## config.mk

```make
export PLATFORM = sky130hd
export DESIGN_NAME = dns_query_message_encoder
export DESIGN_NICKNAME = d
export VERILOG_FILES = /design/src/hw/rtl/dnsqe_pkg.sv /design/src/hw/rtl/dns_query_message_encoder.sv /design/src/hw/rtl/dnsqe_ctrl.sv /design/src/hw/rtl/dnsqe_dpath.sv
export SDC_FILE = /design/constraint.sdc
export NUM_CORES = 1
export LEC_CHECK = 0
export BUFFER_PORTS_ARGS = -buffer_cell sky130_fd_sc_hd__buf_4
export CAP_MARGIN = 15
export CORE_MARGIN = 2
export CORE_UTILIZATION = 50
export CTS_CLUSTER_SIZE = 8
export DETAILED_ROUTE_END_ITERATION = 16
export PLACE_DENSITY = 0.69
export SYNTH_ARGS = -nofsm -noshare
export SYNTH_HDL_FRONTEND = slang
export SYNTH_SLANG_ARGS = --single-unit
```

## constraint.sdc

```tcl
create_clock -name clock -period 4.4 [get_ports clock]
set_input_delay 0.44 -clock clock [delete_from_list [all_inputs] [get_ports clock]]
set_output_delay 0.44 -clock clock [all_outputs]
set_load 0.05 [all_outputs]
```

## src/hw/rtl/dnsqe_pkg.sv

```systemverilog
`timescale 1ns / 1ps
// ----------------------------------------------------------------------------
// dnsqe_pkg
// shared constants, register indexes and controller/datapath interface types
// for the dns query message encoder
// ----------------------------------------------------------------------------
package dnsqe_pkg;

   // default label limit, legal range 1 to 63
   localparam int unsigned MAX_LABEL_DEF = 32;

   // configuration port
   localparam int unsigned CSR_IDX_W  = 8;
   localparam int unsigned CSR_DATA_W = 16;

   localparam logic [CSR_IDX_W-1:0] CSR_QUERY_ID     = CSR_IDX_W'(0);
   localparam logic [CSR_IDX_W-1:0] CSR_HEADER_FLAGS = CSR_IDX_W'(1);
   localparam logic [CSR_IDX_W-1:0] CSR_QUERY_TYPE   = CSR_IDX_W'(2);
   localparam logic [CSR_IDX_W-1:0] CSR_QUERY_CLASS  = CSR_IDX_W'(3);

   localparam logic [15:0] QUERY_ID_RST     = 16'h1234;
   localparam logic [15:0] HEADER_FLAGS_RST = 16'h0100;
   localparam logic [15:0] QUERY_TYPE_RST   = 16'h0001;
   localparam logic [15:0] QUERY_CLASS_RST  = 16'h0001;

   // label separator
   localparam logic [7:0] DOT_CHAR = 8'd46;

   // byte counter for header and trailer runs
   localparam int unsigned CNT_W = 4;
   localparam logic [CNT_W-1:0] HDR_LAST  = CNT_W'(11);
   localparam logic [CNT_W-1:0] TAIL_LAST = CNT_W'(4);

   // source of the next output byte
   typedef enum logic [1:0] {
      SRC_HDR  = 2'd0,
      SRC_LEN  = 2'd1,
      SRC_DATA = 2'd2,
      SRC_TAIL = 2'd3
   } src_sel_type;

   typedef struct packed {
      logic        accept;   // take the item on the request port
      logic        emit;     // load one byte into the output register
      src_sel_type src;
      logic        run_end;
      logic        msg_end;
   } dp_cmd_type;

   typedef struct packed {
      logic acc_hdr;    // item at the port opens a message
      logic acc_flush;  // item at the port flushes a non-empty label
      logic acc_fin;    // item at the port ends the message
      logic flush;      // latched flush of the item at work
      logic fin;        // latched end of the item at work
      logic out_free;   // output register can take a byte
      logic hdr_last;
      logic data_last;
      logic tail_last;
   } dp_sts_type;

endpackage

```

## src/hw/rtl/dns_query_message_encoder.sv

```systemverilog
`timescale 1ns / 1ps
// ----------------------------------------------------------------------------
// dns_query_message_encoder
// builds a dns query message byte stream from a dotted hostname
// ----------------------------------------------------------------------------
// A hostname enters one character per item and leaves as a DNS query message,
// one byte per result item. The first item of a message first sends the
// 12-byte header (query id, flags, question count of one, three zero counts).
// Characters collect in a label buffer of MAX_LABEL bytes; a dot or the final
// character replays the label as a length byte plus the label bytes, and
// empty labels send nothing. The final character then adds the root zero,
// query type and query class. Characters past MAX_LABEL in one label are
// dropped and rsp_label_cut stays high for the rest of that message.
// Flow: one item is taken while the sequencer is idle, and then its bytes go
// out one per clock, unless rsp_stall holds them, through a single output
// register: 12 header bytes (first item only), 1 + L bytes for a label flush
// and 5 trailer bytes (final item); an item that only buffers a character
// sends no bytes. The label buffer has a single read port. A new item is not
// taken until the last byte of the item at work is loaded. The csr port
// is always ready and is meant to be written while the block is idle.
module dns_query_message_encoder
   import dnsqe_pkg::*;
#(
   parameter int unsigned MAX_LABEL = MAX_LABEL_DEF
) (
   input  logic                  clock,
   input  logic                  reset,
   // character items
   input  logic                  req_valid,
   output logic                  req_stall,
   input  logic [7:0]            req_host_char,
   input  logic                  req_final_char,
   // message byte items
   output logic                  rsp_valid,
   input  logic                  rsp_stall,
   output logic [7:0]            rsp_out_byte,
   output logic                  rsp_run_end,
   output logic                  rsp_message_end,
   output logic                  rsp_label_cut,
   // configuration writes
   input  logic                  csr_valid,
   output logic                  csr_ready,
   input  logic [CSR_IDX_W-1:0]  csr_index,
   input  logic [CSR_DATA_W-1:0] csr_data
);

   dp_cmd_type cmd;
   dp_sts_type sts;

   // writes are always taken and land in the next cycle
   assign csr_ready = 1'b1;

   // sequencer: picks the run (header, length, label, trailer) and paces bytes
   dnsqe_ctrl u_ctrl (
      .clock     (clock),
      .reset     (reset),
      .req_valid (req_valid),
      .req_stall (req_stall),
      .sts       (sts),
      .cmd       (cmd)
   );

   // label buffer, message state, csr registers and output register
   dnsqe_dpath #(
      .MAX_LABEL (MAX_LABEL)
   ) u_dpath (
      .clock           (clock),
      .reset           (reset),
      .req_host_char   (req_host_char),
      .req_final_char  (req_final_char),
      .csr_valid       (csr_valid),
      .csr_index       (csr_index),
      .csr_data        (csr_data),
      .cmd             (cmd),
      .sts             (sts),
      .rsp_valid       (rsp_valid),
      .rsp_stall       (rsp_stall),
      .rsp_out_byte    (rsp_out_byte),
      .rsp_run_end     (rsp_run_end),
      .rsp_message_end (rsp_message_end),
      .rsp_label_cut   (rsp_label_cut)
   );

endmodule

```

## src/hw/rtl/dnsqe_ctrl.sv

```systemverilog
`timescale 1ns / 1ps
// ----------------------------------------------------------------------------
// dnsqe_ctrl
// sequencer that walks header, length, label and trailer runs of one item
// ----------------------------------------------------------------------------
module dnsqe_ctrl
   import dnsqe_pkg::*;
(
   input  logic       clock,
   input  logic       reset,
   input  logic       req_valid,
   output logic       req_stall,
   input  dp_sts_type sts,
   output dp_cmd_type cmd
);

   typedef enum logic [4:0] {
      S_IDLE = 5'b00001,
      S_HDR  = 5'b00010,
      S_LEN  = 5'b00100,
      S_DATA = 5'b01000,
      S_TAIL = 5'b10000
   } state_type;

   state_type state_ff;
   state_type state_in;

   always_comb begin
      state_in    = state_ff;
      cmd         = '0;
      cmd.src     = SRC_HDR;
      req_stall   = (state_ff != S_IDLE);
      cmd.accept  = (state_ff == S_IDLE) && req_valid;
      case (state_ff)
         S_IDLE: begin
            if (cmd.accept) begin
               if (sts.acc_hdr) begin
                  state_in = S_HDR;
               end else if (sts.acc_flush) begin
                  state_in = S_LEN;
               end else if (sts.acc_fin) begin
                  state_in = S_TAIL;
               end
            end
         end
         S_HDR: begin
            cmd.emit    = sts.out_free;
            cmd.src     = SRC_HDR;
            cmd.run_end = sts.hdr_last && !sts.flush && !sts.fin;
            if (cmd.emit && sts.hdr_last) begin
               if (sts.flush) begin
                  state_in = S_LEN;
               end else if (sts.fin) begin
                  state_in = S_TAIL;
               end else begin
                  state_in = S_IDLE;
               end
            end
         end
         S_LEN: begin
            cmd.emit = sts.out_free;
            cmd.src  = SRC_LEN;
            if (cmd.emit) begin
               state_in = S_DATA;
            end
         end
         S_DATA: begin
            cmd.emit    = sts.out_free;
            cmd.src     = SRC_DATA;
            cmd.run_end = sts.data_last && !sts.fin;
            if (cmd.emit && sts.data_last) begin
               state_in = sts.fin ? S_TAIL : S_IDLE;
            end
         end
         S_TAIL: begin
            cmd.emit    = sts.out_free;
            cmd.src     = SRC_TAIL;
            cmd.run_end = sts.tail_last;
            cmd.msg_end = sts.tail_last;
            if (cmd.emit && sts.tail_last) begin
               state_in = S_IDLE;
            end
         end
         default: begin
            state_in = S_IDLE;
         end
      endcase
   end

   always_ff @(posedge clock) begin
      if (reset) begin
         state_ff <= S_IDLE;
      end else begin
         state_ff <= state_in;
      end
   end

`ifndef SYNTHESIS
   // a byte is only loaded when the output register can take it
   a_emit_free: assert property (@(posedge clock) disable iff (reset)
      cmd.emit |-> sts.out_free)
      else $error("byte loaded into a full output register");

   // the last message byte also closes the item's run
   a_msg_end_run: assert property (@(posedge clock) disable iff (reset)
      (cmd.emit && cmd.msg_end) |-> cmd.run_end)
      else $error("message end without run end");

   // after the last message byte the sequencer is back to idle
   a_msg_end_idle: assert property (@(posedge clock) disable iff (reset)
      (cmd.emit && cmd.msg_end) |=> (state_ff == S_IDLE))
      else $error("sequencer not idle after message end");

   // label replay only happens for an item that flushes
   a_data_flush: assert property (@(posedge clock) disable iff (reset)
      (state_ff == S_DATA || state_ff == S_LEN) |-> sts.flush)
      else $error("label replay without flush");
`endif

endmodule

```

## src/hw/rtl/dnsqe_dpath.sv

```systemverilog
`timescale 1ns / 1ps
// ----------------------------------------------------------------------------
// dnsqe_dpath
// label buffer, message state, configuration registers and output register
// ----------------------------------------------------------------------------
module dnsqe_dpath
   import dnsqe_pkg::*;
#(
   parameter int unsigned MAX_LABEL = MAX_LABEL_DEF
) (
   input  logic                  clock,
   input  logic                  reset,
   input  logic [7:0]            req_host_char,
   input  logic                  req_final_char,
   input  logic                  csr_valid,
   input  logic [CSR_IDX_W-1:0]  csr_index,
   input  logic [CSR_DATA_W-1:0] csr_data,
   input  dp_cmd_type            cmd,
   output dp_sts_type            sts,
   output logic                  rsp_valid,
   input  logic                  rsp_stall,
   output logic [7:0]            rsp_out_byte,
   output logic                  rsp_run_end,
   output logic                  rsp_message_end,
   output logic                  rsp_label_cut
);

   localparam int unsigned FILL_W = $clog2(MAX_LABEL + 1);
   localparam int unsigned IDX_W  = (MAX_LABEL > 1) ? $clog2(MAX_LABEL) : 1;
   localparam logic [FILL_W-1:0] FILL_MAX = FILL_W'(MAX_LABEL);

   // configuration
   logic [15:0] query_id_ff;
   logic [15:0] header_flags_ff;
   logic [15:0] query_type_ff;
   logic [15:0] query_class_ff;

   // label buffer
   logic [7:0]        label_mem [MAX_LABEL];
   logic [7:0]        rd_data_ff;
   logic              rd_en;
   logic [IDX_W-1:0]  rd_addr;

   // message and item state
   logic [FILL_W-1:0] fill_ff;
   logic [FILL_W-1:0] fill_in;
   logic              hdr_sent_ff;
   logic              hdr_sent_in;
   logic              cut_ff;
   logic              cut_in;
   logic              flush_ff;
   logic              fin_ff;
   logic [CNT_W-1:0]  cnt_ff;
   logic [CNT_W-1:0]  cnt_in;
   logic [IDX_W-1:0]  idx_ff;
   logic [IDX_W-1:0]  idx_in;

   // output register
   logic              rsp_valid_ff;
   logic [7:0]        out_byte_ff;
   logic              run_end_ff;
   logic              msg_end_ff;
   logic              cut_out_ff;

   logic              is_dot;
   logic              room;
   logic              store_en;
   logic [FILL_W-1:0] fill_acc;
   logic [FILL_W-1:0] idx_nxt;
   logic [7:0]        hdr_byte;
   logic [7:0]        tail_byte;
   logic [7:0]        byte_mux;

   assign is_dot   = (req_host_char == DOT_CHAR);
   assign room     = (fill_ff != FILL_MAX);
   assign store_en = !is_dot && room;
   assign fill_acc = store_en ? (fill_ff + FILL_W'(1)) : fill_ff;
   assign idx_nxt  = FILL_W'(idx_ff) + FILL_W'(1);

   always_comb begin
      sts           = '0;
      sts.acc_hdr   = !hdr_sent_ff;
      sts.acc_flush = (is_dot || req_final_char) && (fill_acc != '0);
      sts.acc_fin   = req_final_char;
      sts.flush     = flush_ff;
      sts.fin       = fin_ff;
      sts.out_free  = !rsp_valid_ff || !rsp_stall;
      sts.hdr_last  = (cnt_ff == HDR_LAST);
      sts.tail_last = (cnt_ff == TAIL_LAST);
      sts.data_last = (idx_nxt == fill_ff);
   end

   // header: id, flags, qdcount of one, three zero counts
   always_comb begin
      case (cnt_ff)
         CNT_W'(0): hdr_byte = query_id_ff[15:8];
         CNT_W'(1): hdr_byte = query_id_ff[7:0];
         CNT_W'(2): hdr_byte = header_flags_ff[15:8];
         CNT_W'(3): hdr_byte = header_flags_ff[7:0];
         CNT_W'(5): hdr_byte = 8'd1;
         default:   hdr_byte = 8'd0;
      endcase
   end

   // trailer: root terminator, type, class
   always_comb begin
      case (cnt_ff)
         CNT_W'(1): tail_byte = query_type_ff[15:8];
         CNT_W'(2): tail_byte = query_type_ff[7:0];
         CNT_W'(3): tail_byte = query_class_ff[15:8];
         CNT_W'(4): tail_byte = query_class_ff[7:0];
         default:   tail_byte = 8'd0;
      endcase
   end

   always_comb begin
      case (cmd.src)
         SRC_HDR:  byte_mux = hdr_byte;
         SRC_LEN:  byte_mux = 8'(fill_ff);
         SRC_DATA: byte_mux = rd_data_ff;
         SRC_TAIL: byte_mux = tail_byte;
         default:  byte_mux = 8'd0;
      endcase
   end

   // counters and label read port
   always_comb begin
      cnt_in  = cnt_ff;
      idx_in  = idx_ff;
      rd_en   = 1'b0;
      rd_addr = '0;
      if (cmd.accept) begin
         cnt_in = '0;
      end else if (cmd.emit) begin
         case (cmd.src)
            SRC_HDR: begin
               cnt_in = sts.hdr_last ? '0 : (cnt_ff + CNT_W'(1));
            end
            SRC_TAIL: begin
               cnt_in = sts.tail_last ? '0 : (cnt_ff + CNT_W'(1));
            end
            SRC_LEN: begin
               idx_in  = '0;
               rd_en   = 1'b1;
               rd_addr = '0;
            end
            SRC_DATA: begin
               idx_in  = idx_nxt[IDX_W-1:0];
               rd_en   = !sts.data_last;
               rd_addr = idx_nxt[IDX_W-1:0];
            end
            default: begin
               cnt_in = '0;
            end
         endcase
      end
   end

   // message state
   always_comb begin
      fill_in     = fill_ff;
      hdr_sent_in = hdr_sent_ff;
      cut_in      = cut_ff;
      if (cmd.accept) begin
         fill_in     = fill_acc;
         hdr_sent_in = 1'b1;
         cut_in      = cut_ff || (!is_dot && !room);
      end else if (cmd.emit) begin
         if (cmd.src == SRC_DATA && sts.data_last) begin
            fill_in = '0;
         end
         if (cmd.msg_end) begin
            fill_in     = '0;
            hdr_sent_in = 1'b0;
            cut_in      = 1'b0;
         end
      end
   end

   always_ff @(posedge clock) begin
      if (reset) begin
         fill_ff     <= '0;
         hdr_sent_ff <= 1'b0;
         cut_ff      <= 1'b0;
         flush_ff    <= 1'b0;
         fin_ff      <= 1'b0;
         cnt_ff      <= '0;
         idx_ff      <= '0;
      end else begin
         fill_ff     <= fill_in;
         hdr_sent_ff <= hdr_sent_in;
         cut_ff      <= cut_in;
         cnt_ff      <= cnt_in;
         idx_ff      <= idx_in;
         if (cmd.accept) begin
            flush_ff <= sts.acc_flush;
            fin_ff   <= req_final_char;
         end
      end
   end

   always_ff @(posedge clock) begin
      if (cmd.accept && store_en) begin
         label_mem[fill_ff[IDX_W-1:0]] <= req_host_char;
      end
      if (rd_en) begin
         rd_data_ff <= label_mem[rd_addr];
      end
   end

   always_ff @(posedge clock) begin
      if (reset) begin
         query_id_ff     <= QUERY_ID_RST;
         header_flags_ff <= HEADER_FLAGS_RST;
         query_type_ff   <= QUERY_TYPE_RST;
         query_class_ff  <= QUERY_CLASS_RST;
      end else if (csr_valid) begin
         case (csr_index)
            CSR_QUERY_ID:     query_id_ff     <= csr_data;
            CSR_HEADER_FLAGS: header_flags_ff <= csr_data;
            CSR_QUERY_TYPE:   query_type_ff   <= csr_data;
            CSR_QUERY_CLASS:  query_class_ff  <= csr_data;
            default: begin
            end
         endcase
      end
   end

   // output register
   always_ff @(posedge clock) begin
      if (reset) begin
         rsp_valid_ff <= 1'b0;
      end else if (cmd.emit) begin
         rsp_valid_ff <= 1'b1;
      end else if (!rsp_stall) begin
         rsp_valid_ff <= 1'b0;
      end
   end

   always_ff @(posedge clock) begin
      if (cmd.emit) begin
         out_byte_ff <= byte_mux;
         run_end_ff  <= cmd.run_end;
         msg_end_ff  <= cmd.msg_end;
         cut_out_ff  <= cut_ff;
      end
   end

   assign rsp_valid       = rsp_valid_ff;
   assign rsp_out_byte    = out_byte_ff;
   assign rsp_run_end     = run_end_ff;
   assign rsp_message_end = msg_end_ff;
   assign rsp_label_cut   = cut_out_ff;

endmodule
```

==> metrics.txt, run 1 <==
number of setup buffers added after CTS 0; # DRC 0; Final Skew 0.01963 ns; Max VDD drop 0.3784 mV; Post-DRT Antenna Nets 0; Layout area overhead 15.55%; Total GRT Usage 0.2634; CTS Buffer Depth 3; post-route minimum period 4.149 ns; Hold WS 0.1534 ns; Post-Synthesis Cells 1299; PnR Total Power 8.171 mW; Hold Crit Class in2reg; top_reg_cell synth edfxtp_1; CP max stage delay 0.88 ns; core area 0.03043 mm2; WP buf/inv 2; Post-synth EDFFs 275; Synth top cells by count edfxtp_1 (275), nand2_1 (232), a21oi_1 (119); Synth Net Count 1350; Worst-Margin Slew 1.066 ns; CTS clk-pin slew, worst paths 0.05 ns; clk sinks 364; synthesized flop and latch total 364; Mapped Area 0.01536 mm2; Root Driver clkbuf_16; Synthesis Warnings 0; maximum clock rate 0.2410 GHz; Post-DP Area 0.01634 mm2; Worst Slack Setup Final 0.2512 ns; Core Util, Final 0.5832; Worst setup SP type register; final instance area 0.01775 mm2; Die Height 179.3 um; sequential area share after synthesis 0.6537; RSZ-0062 raised after global routing false; initial antenna violation count 0; # port buffers 50; Inst Count DP 1724; ys async rst share 0; CP max FO 14; status completed; TritonCTS clock tree done; gr ovfl total 0; die area 0.03213 mm2; H-tree levels 2; Critical Path AT 4.53 ns; DR WL/cell 23.33 um; # rows 64; CP Capture Type register; worst-skew pair later-pin latency 0.55 ns; cells along the critical path xnor2_1 > or4_1 > inv_1 > ha_1 > buf_4 > and2_1 > nand2_1 > nor3_4 > mux2i_1 > a2111oi_0 > o211ai_1 > a211oi_1; CP delay by family, top simple AND/OR/NAND/NOR gates; max-slew violation count 0; number of global-route vias before repair 10680; Cell Pwr Density 460.4 mW/mm2; vias 11090; Initial Util 0.5047; Synth area leader edfxtp_1; syn avg cell area 11.82 um2; Fillers 2526; Ant. Diodes 0; CTS Buf Count 51; multi-input logic area 0.004940 mm2; DR iter-0 viols 1248; top cells by area, synth edfxtp_1 (54%), dfxtp_1 (12%), nand2_1 (5.7%); critical path class reg2reg; DRT Wirelength 41850 um; I/O pin total 52; slowest library cell on the worst path a2111oi_0; Reg area 0.01004 mm2; count leader, synth edfxtp_1; TNS Setup 0 ns; Yosys cell types 79; top-area cell type share of the netlist area 0.5377; # setup viols final 0; Vias/cell 6.179; max_slew headroom 0.2864; Place WS 0.3886 ns; Max Cap Viol 0; final RePlAce weighted congestion 0.9224; fin crit share 0.9429; data required time at the worst endpoint 4.78 ns; Net count, final 1433; fraction of layout cells with a size suffix above 1 0.1338; first-pass GRT wire length 62960 um; largest net degree at the start of global routing 85; Post-CTS Hold Buffers 0; Die W 179.3 um; DP HPWL 27310 um; fin cells 1794; final hold vios 0; Leak Pwr 5.924 nW; DRT Pass-1 Iters 6; cts repair resizes 0
==> where the power goes <==
group | internal (mW) | switching [mW]
clock | 2.14 | 1.36
combinational | 0.260 | 0.545
sequential | 3.80 | 0.0696
total | 6.20 | 1.97
==> sequential cells by signal, indices dropped and copies added, names as in the netlist <==
| signal | flops |
|---|---|
| u_dpath.header_flags_ff | 16 |
| u_dpath.rsp_out_byte | 8 |
| u_dpath.query_class_ff | 16 |
| u_ctrl.state_ff | 5 |
| u_dpath.query_id_ff | 16 |
| u_dpath.flush_ff | 1 |
| u_dpath.label_mem | 256 |
| u_dpath.fin_ff | 1 |
| u_dpath.hdr_sent_ff | 1 |
| u_dpath.idx_ff | 5 |
| u_dpath.query_type_ff | 16 |
| u_dpath.cnt_ff | 4 |
| u_dpath.cut_ff | 1 |
| u_dpath.rsp_valid | 1 |
| u_dpath.rd_data_ff | 8 |
| u_dpath.rsp_label_cut | 1 |
| u_dpath.rsp_message_end | 1 |
| u_dpath.fill_ff | 6 |
| u_dpath.rsp_run_end | 1 |
==> layout make-up <==
| class | count | share of cell area |
|---|---|---|
| Clock inverter | 2 | 0.001340 |
| Sequential cell | 364 | 0.5657 |
| Clock buffer | 67 | 0.07770 |
| Timing Repair Buffer | 104 | 0.04470 |
| Tap cell | 396 | 0.02792 |
| Multi-Input combinational cell | 841 | 0.2784 |
| Inverter | 20 | 0.004230 |
==> final timing paths <==
check | slack, ns | endpoint | start | cells past startpoint
min reg2reg | 0.44 | u_dpath.rsp_label_cut | u_dpath.cut_ff | 0
max reg2reg | 0.25 | u_dpath.rd_data_ff[6] | u_ctrl.state_ff[3] | 12
min | 0.15 | u_dpath.query_id_ff[5] | csr_data[5] | 3
max | 0.25 | u_dpath.rd_data_ff[6] | u_ctrl.state_ff[3] | 12
==> tightest hold or removal path: stages <==
cell and delay [ns]:
buf_4 0.11, nand2_1 0.05, nand3b_1 0.07
==> routing by layer <==
layer | up-vias | GRT usage | share of wire
met5 | - | 0 | 0
met1 | 5406 | 0.3577 | 0.41
li1 | 5028 | - | -
met2 | 567 | 0.4146 | 0.46
met4 | 0 | 0.1001 | 0.033
met3 | 85 | 0.05874 | 0.096
==> layout by cell type (no fill, tap or decap), types with 6 or more instances in the layout <==
master	Yosys	routed
a221oi_1	9	9
o22a_1	12	12
o221ai_1	6	6
xnor2_1	11	11
nand3b_1	16	16
clkbuf_16	0	53
dfxtp_1	89	89
nor3_1	25	25
nand2_1	232	232
a2111oi_0	10	10
a22oi_1	19	19
mux2i_1	20	20
o31ai_1	7	7
or3_1	8	8
o21ai_0	7	7
nor2_1	87	87
o22ai_1	26	26
a2bb2oi_1	9	9
nand4_1	6	6
ha_1	13	13
buf_4	2	103
xor2_1	10	9
clkbuf_1	56	14
a222oi_1	6	6
a22o_1	13	13
and2_1	16	16
inv_1	20	20
edfxtp_1	275	275
a31oi_1	13	13
nand3_1	34	34
nor4_1	12	12
o41a_1	6	6
a21oi_1	119	119
==> logic make-up after synthesis <==
group           Yosys count  synth area share
compound gates          302            0.1336
xor+xnor                 21           0.01198
fa+ha+maj                13           0.01059
buf+inv                  94           0.02550
flops                   364            0.6537
mux                      21           0.01377
other cells               1         0.0002442
simple gates            483            0.1506
(Power assumes the default switching activity.)
==> run 2, diff against run 1 <==
- CELL_PAD_IN_SITES_DETAIL_PLACEMENT: not set -> 1
- CELL_PAD_IN_SITES_GLOBAL_PLACEMENT: not set -> 1
- PLACE_DENSITY: 0.69 -> 0.82
==> metrics.txt, run 2 (same netlist as run 1, synthesis figures left out) <==
# port buffers 50 (unchanged); DRT Wirelength 49140 um (+17%); RSZ-0062 raised after global routing false; Core Util, Final 0.5836 (about the same); Critical Path AT 4.31 ns (-0.22 ns); core area 0.03043 mm2 (unchanged); TritonCTS clock tree done; CP max FO 18 (+4); DR WL/cell 27.36 um (+17%); max_slew headroom 0.2566 (-0.02981); largest net degree at the start of global routing 85 (unchanged); Die W 179.3 um (unchanged); DR iter-0 viols 1316 (+5.4%); Post-DP Area 0.01633 mm2 (about the same); vias 11700 (+5.6%); Worst setup SP type register; CTS Buf Count 51 (unchanged); Total GRT Usage 0.3081 (+0.04473); Max VDD drop 0.3352 mV (-11%); Fillers 3096 (+23%); CP Capture Type register; clk sinks 364 (unchanged); Leak Pwr 5.936 nW (+0.20%); Worst Slack Setup Final 0.3683 ns (+0.1171 ns); worst-skew pair later-pin latency 0.57 ns (+0.02 ns); DRT Pass-1 Iters 6 (unchanged); r2r startpoint u_ctrl.state_ff[3]; PnR Total Power 8.268 mW (+1.2%); DP HPWL 31330 um (+15%); status completed; # DRC 0 (unchanged); Cell Pwr Density 465.6 mW/mm2 (+1.1%); max-slew violation count 0 (unchanged); # setup viols final 0 (unchanged); CTS clk-pin slew, worst paths 0.05 ns (about the same); Post-DRT Antenna Nets 0 (unchanged); Hold WS 0.1504 ns (-0.003018 ns); R2R cell count 11 (-1); Post-CTS Hold Buffers 0 (unchanged); Layout area overhead 15.63% (about the same); first-pass GRT wire length 73320 um (+16%); fin crit share 0.9163 (-0.02661); data required time at the worst endpoint 4.68 ns (-0.10 ns); final RePlAce weighted congestion 0.9114 (-1.2%); commonest non-fill, non-tap cell in the layout edfxtp_1; # rows 64 (unchanged); Initial Util 0.5047 (unchanged); Critical path origin u_ctrl.state_ff[3]; Die Height 179.3 um (unchanged); Inst Count DP 1726 (+0.12%); crit path to u_dpath.rd_data_ff[6]; Hold Crit Class in2reg; reg2reg setup slack 0.37 ns (+0.12 ns); R2R Path End u_dpath.rd_data_ff[6]; initial antenna violation count 0 (unchanged); gr ovfl total 0 (unchanged); fraction of layout cells with a size suffix above 1 0.1379 (+0.004095); Ant. Diodes 0 (unchanged); maximum clock rate 0.2480 GHz (+2.9%); number of global-route vias before repair 12160 (+14%); most frequent cells in the layout edfxtp_1 (275), nand2_1 (232), a21oi_1 (119), buf_4 (107), dfxtp_1 (89); Root Driver clkbuf_16; Worst-Margin Slew 1.110 ns (+0.04451 ns); critical path class reg2reg; Net count, final 1436 (+0.21%); Final Skew 0.01586 ns (-0.003770 ns); final instance area 0.01776 mm2 (about the same); TNS Setup 0 ns (unchanged); Max Cap Viol 0 (unchanged); post-route minimum period 4.032 ns (-0.1171 ns); final hold vios 0 (unchanged); H-tree levels 2 (unchanged); I/O pin total 52 (unchanged); Place WS 0.3555 ns (-0.03311 ns); max FFs per register 256 (unchanged); Vias/cell 6.516 (+5.4%); CTS Buffer Depth 3 (unchanged); fin cells 1796 (+0.11%); die area 0.03213 mm2 (unchanged)
run 2: changes by cell type in the layout (fill, tap and decap cells not counted), sizes merged:
cell    change
buf         +3
clkbuf      -2
clkinv      +2
inv         -1
run 2: cell type report:
type,count,area (um2),share of cell area
clock buffer,65,1350,0.07603
clock inverter,3,51.30,0.002889
inverter,20,75.07,0.004228
multi-input combinational,841,4942,0.2783
sequential,364,10040,0.5654
tap,396,495.5,0.02790
timing repair buffer,107,803.3,0.04524
run 2: routing by layer:
layer	vias up	share of wire	GRT usage
met5	-	0	0
met3	171	0.086	0.06319
met4	0	0.048	0.1519
li1	5028	-	-
met2	625	0.48	0.5032
met1	5879	0.39	0.3913
run 2: repair_timing:
| action | 4_1_cts | 5_1_grt |
|---|---|---|
| endpoints found under the hold margin | 0 | 0 |
| resized for setup | 0 | 3 |
| setup endpoints to repair | 0 | 6 |
| buffers inserted | 0 | 2 |
run 2: worst max-delay path, stage by stage (launching register included):
cell and delay, ns:
dfxtp_1 0.56, xnor2_1 0.10, or4_1 0.47, inv_1 0.12, ha_2 0.36, and2_1 0.21, nand2_1 0.19, or3_2 0.70
a2111oi_0 0.66, o31ai_1 0.16, o211ai_1 0.14, a211oi_1 0.07
run 2: worst min-delay path by stage:
stage,startpoint,end,slack (ns),cells after the start
detailed placement,u_dpath.cut_ff,u_dpath.rsp_label_cut,0.42,0
global placement,u_dpath.cut_ff,u_dpath.rsp_label_cut,0.42,0
CTS,csr_data[0],u_dpath.query_class_ff[0],0.14,3
floorplan,u_dpath.cut_ff,u_dpath.rsp_label_cut,0.41,0
finish,csr_data[0],u_dpath.query_class_ff[0],0.15,3
global route,csr_data[0],u_dpath.query_class_ff[0],0.14,3
run 2: power by group:
group	internal, mW	total (mW)	switching, mW
Combinational	0.266	0.865	0.599
Sequential	3.80	3.86	0.0649
Clock	2.11	3.54	1.43
Total	6.18	8.27	2.09
==> run 3, diff against run 2 <==
- CELL_PAD_IN_SITES_DETAIL_PLACEMENT: 1 -> 0
- RECOVER_POWER: not set -> 100
- TNS_END_PERCENT: not set -> 10
==> metrics.txt, run 3 (same netlist as run 1, synthesis figures left out) <==
die area 0.03213 mm2 (unchanged); fraction of layout cells with a size suffix above 1 0.1051 (-0.03278); cells along the critical path clkbuf_1 > or4b_2 > nor2_1 > nor4_2 > clkbuf_1 > nand2_1 > clkbuf_1 > nor2_1 > clkbuf_2; Post-CTS Hold Buffers 0 (unchanged); worst-skew pair later-pin latency 0.57 ns (about the same); Hold Crit Class in2reg; first-pass GRT wire length 63090 um (-14%); Die W 179.3 um (unchanged); Root Driver clkbuf_16; DR iter-0 viols 1503 (+14%); number of global-route vias before repair 10670 (-12%); DP HPWL 27230 um (-13%); Inst Count DP 1726 (unchanged); status finished, violations left; post-route minimum period 4.152 ns (+0.1203 ns); Post-DRT Antenna Nets 0 (unchanged); Max Cap Viol 9 (+9); max_slew headroom -0.3922 (-0.6489); Total GRT Usage 0.2632 (-0.04493); Net count, final 1434 (-0.14%); max-slew violation count 287 (+287); Worst setup SP type primary input; Initial Util 0.5047 (unchanged); Ant. Diodes 0 (unchanged); fin crit share 0.9436 (+0.02734); critical path class in2reg; commonest non-fill, non-tap cell in the layout edfxtp_1; Vias/cell 6.157 (-5.5%); Layout area overhead 14.18%; Final Skew 0.03386 ns (+0.01800 ns); maximum clock rate 0.2408 GHz (-2.9%); WP buf/inv 4 (+3); cts repair resizes 0 (unchanged); core area 0.03043 mm2 (unchanged); initial antenna violation count 0 (unchanged); H-tree levels 2 (unchanged); cell mode on critical path clkbuf_1; Max VDD drop 0.3100 mV (-7.5%); CP delay by family, top buffers and inverters; Leak Pwr 5.765 nW (-2.9%); # port buffers 50 (unchanged); Critical Path AT 4.43 ns (+0.12 ns); CTS Buffer Depth 3 (unchanged); largest net degree at the start of global routing 85 (unchanged); CP max stage delay 1.24 ns (+0.54 ns); Cell Pwr Density 462.8 mW/mm2 (-0.61%); clk sinks 364 (unchanged); number of setup buffers added after CTS 0 (unchanged); # rows 64 (unchanged); slowest library cell on the worst path clkbuf_1; TritonCTS clock tree done; RSZ-0062 raised after global routing false; # DRC 0 (unchanged); CTS clk-pin slew, worst paths 0.05 ns (about the same); I/O pin total 52 (unchanged); fin cells 1795 (-0.056%); failing checks max-capacitance violations, max-slew violations; Die Height 179.3 um (unchanged); final hold vios 0 (unchanged); Worst-Margin Slew 2.084 ns (+0.9737 ns); vias 11050 (-5.6%); CP Capture Type register; max FFs per register 256 (unchanged); TNS Setup 0 ns (unchanged); final RePlAce weighted congestion 0.9114 (unchanged); CTS Buf Count 51 (unchanged); DRT Wirelength 41940 um (-15%); data required time at the worst endpoint 4.67 ns (about the same); most frequent cells in the layout edfxtp_1 (275), nand2_1 (232), a21oi_1 (119), dfxtp_1 (89), nor2_1 (87); DR WL/cell 23.36 um (-15%); # setup viols final 0 (unchanged); gr ovfl total 0 (unchanged); DRT Pass-1 Iters 8 (+2); CP max FO 33 (+15)
-- run 3: cell count changes in the layout (fill, tap and decap cells not counted), moves of 2 or more --
cell | previous run | this run
clkbuf_1 | 13 | 50
and2_0 | 0 | 3
buf_4 | 107 | 51
clkbuf_2 | 0 | 16
and2_1 | 16 | 13
clkbuf_4 | 0 | 2
-- run 3: metal layers --
metal / wire length [um] / part of all wire / vias to the layer above / global-route usage
li1: - / - / 5016 / -
met1: 17440 / 0.42 / 5419 / 0.3657
met2: 19250 / 0.46 / 520 / 0.4130
met3: 3947 / 0.094 / 96 / 0.05301
met4: 1310 / 0.031 / 0 / 0.09207
met5: 0 / 0 / - / 0
-- run 3: where the power goes --
part / total (mW) / internal [mW] / switching, mW
clock: 3.48 / 2.09 / 1.39
combinational: 0.777 / 0.220 / 0.556
sequential: 3.86 / 3.80 / 0.0579
-- run 3: worst paths after layout --
path / start / to / slack [ns] / cells after the start
max: req_host_char[5] / u_dpath.label_mem[7][3] / 0.25 / 9
min: csr_data[0] / u_dpath.query_type_ff[0] / 0.13 / 3
max reg2reg: u_ctrl.state_ff[3] / u_dpath.rd_data_ff[0] / 0.29 / 10
min reg2reg: u_dpath.cut_ff / u_dpath.rsp_label_cut / 0.45 / 0
-- run 3: worst register-to-register path: cells and delay by family, from the launching register on --
kind | cells | cell delay, ns
buffers and inverters | 1 | 0.11
flip-flops | 1 | 0.54
adder cells (fa/ha/maj) | 1 | 0.50
XOR/XNOR | 1 | 0.12
AND/OR/NAND/NOR | 7 | 2.61
-- run 3: metrics by stage --
stage	hold slack, ns	worst slack [ns]	utilization	total power [mW]	cell area, um2
3_3_place_gp	0.4208	0.4483	0.5367	4.724	16330
6_report	0.1300	0.2480	0.5762	8.114	17530
2_1_floorplan	0.4090	1.267	-	4.429	15360
4_1_cts	0.1157	0.3642	0.5827	8.187	17730
3_5_place_dp	0.4271	0.3609	0.5367	4.736	16330
5_1_grt	0.1476	0.1053	0.5762	8.370	17530
-- run 3: layout make-up --
| cell class | count | area [um2] |
|---|---|---|
| Fill cell | 2512 | 12890 |
| Sequential cell | 364 | 10040 |
| Multi-Input combinational cell | 841 | 4911 |
| Clock buffer | 65 | 1329 |
| Timing Repair Buffer | 105 | 613.1 |
| Tap cell | 396 | 495.5 |
| Inverter | 20 | 75.07 |
| Clock inverter | 4 | 71.32 |
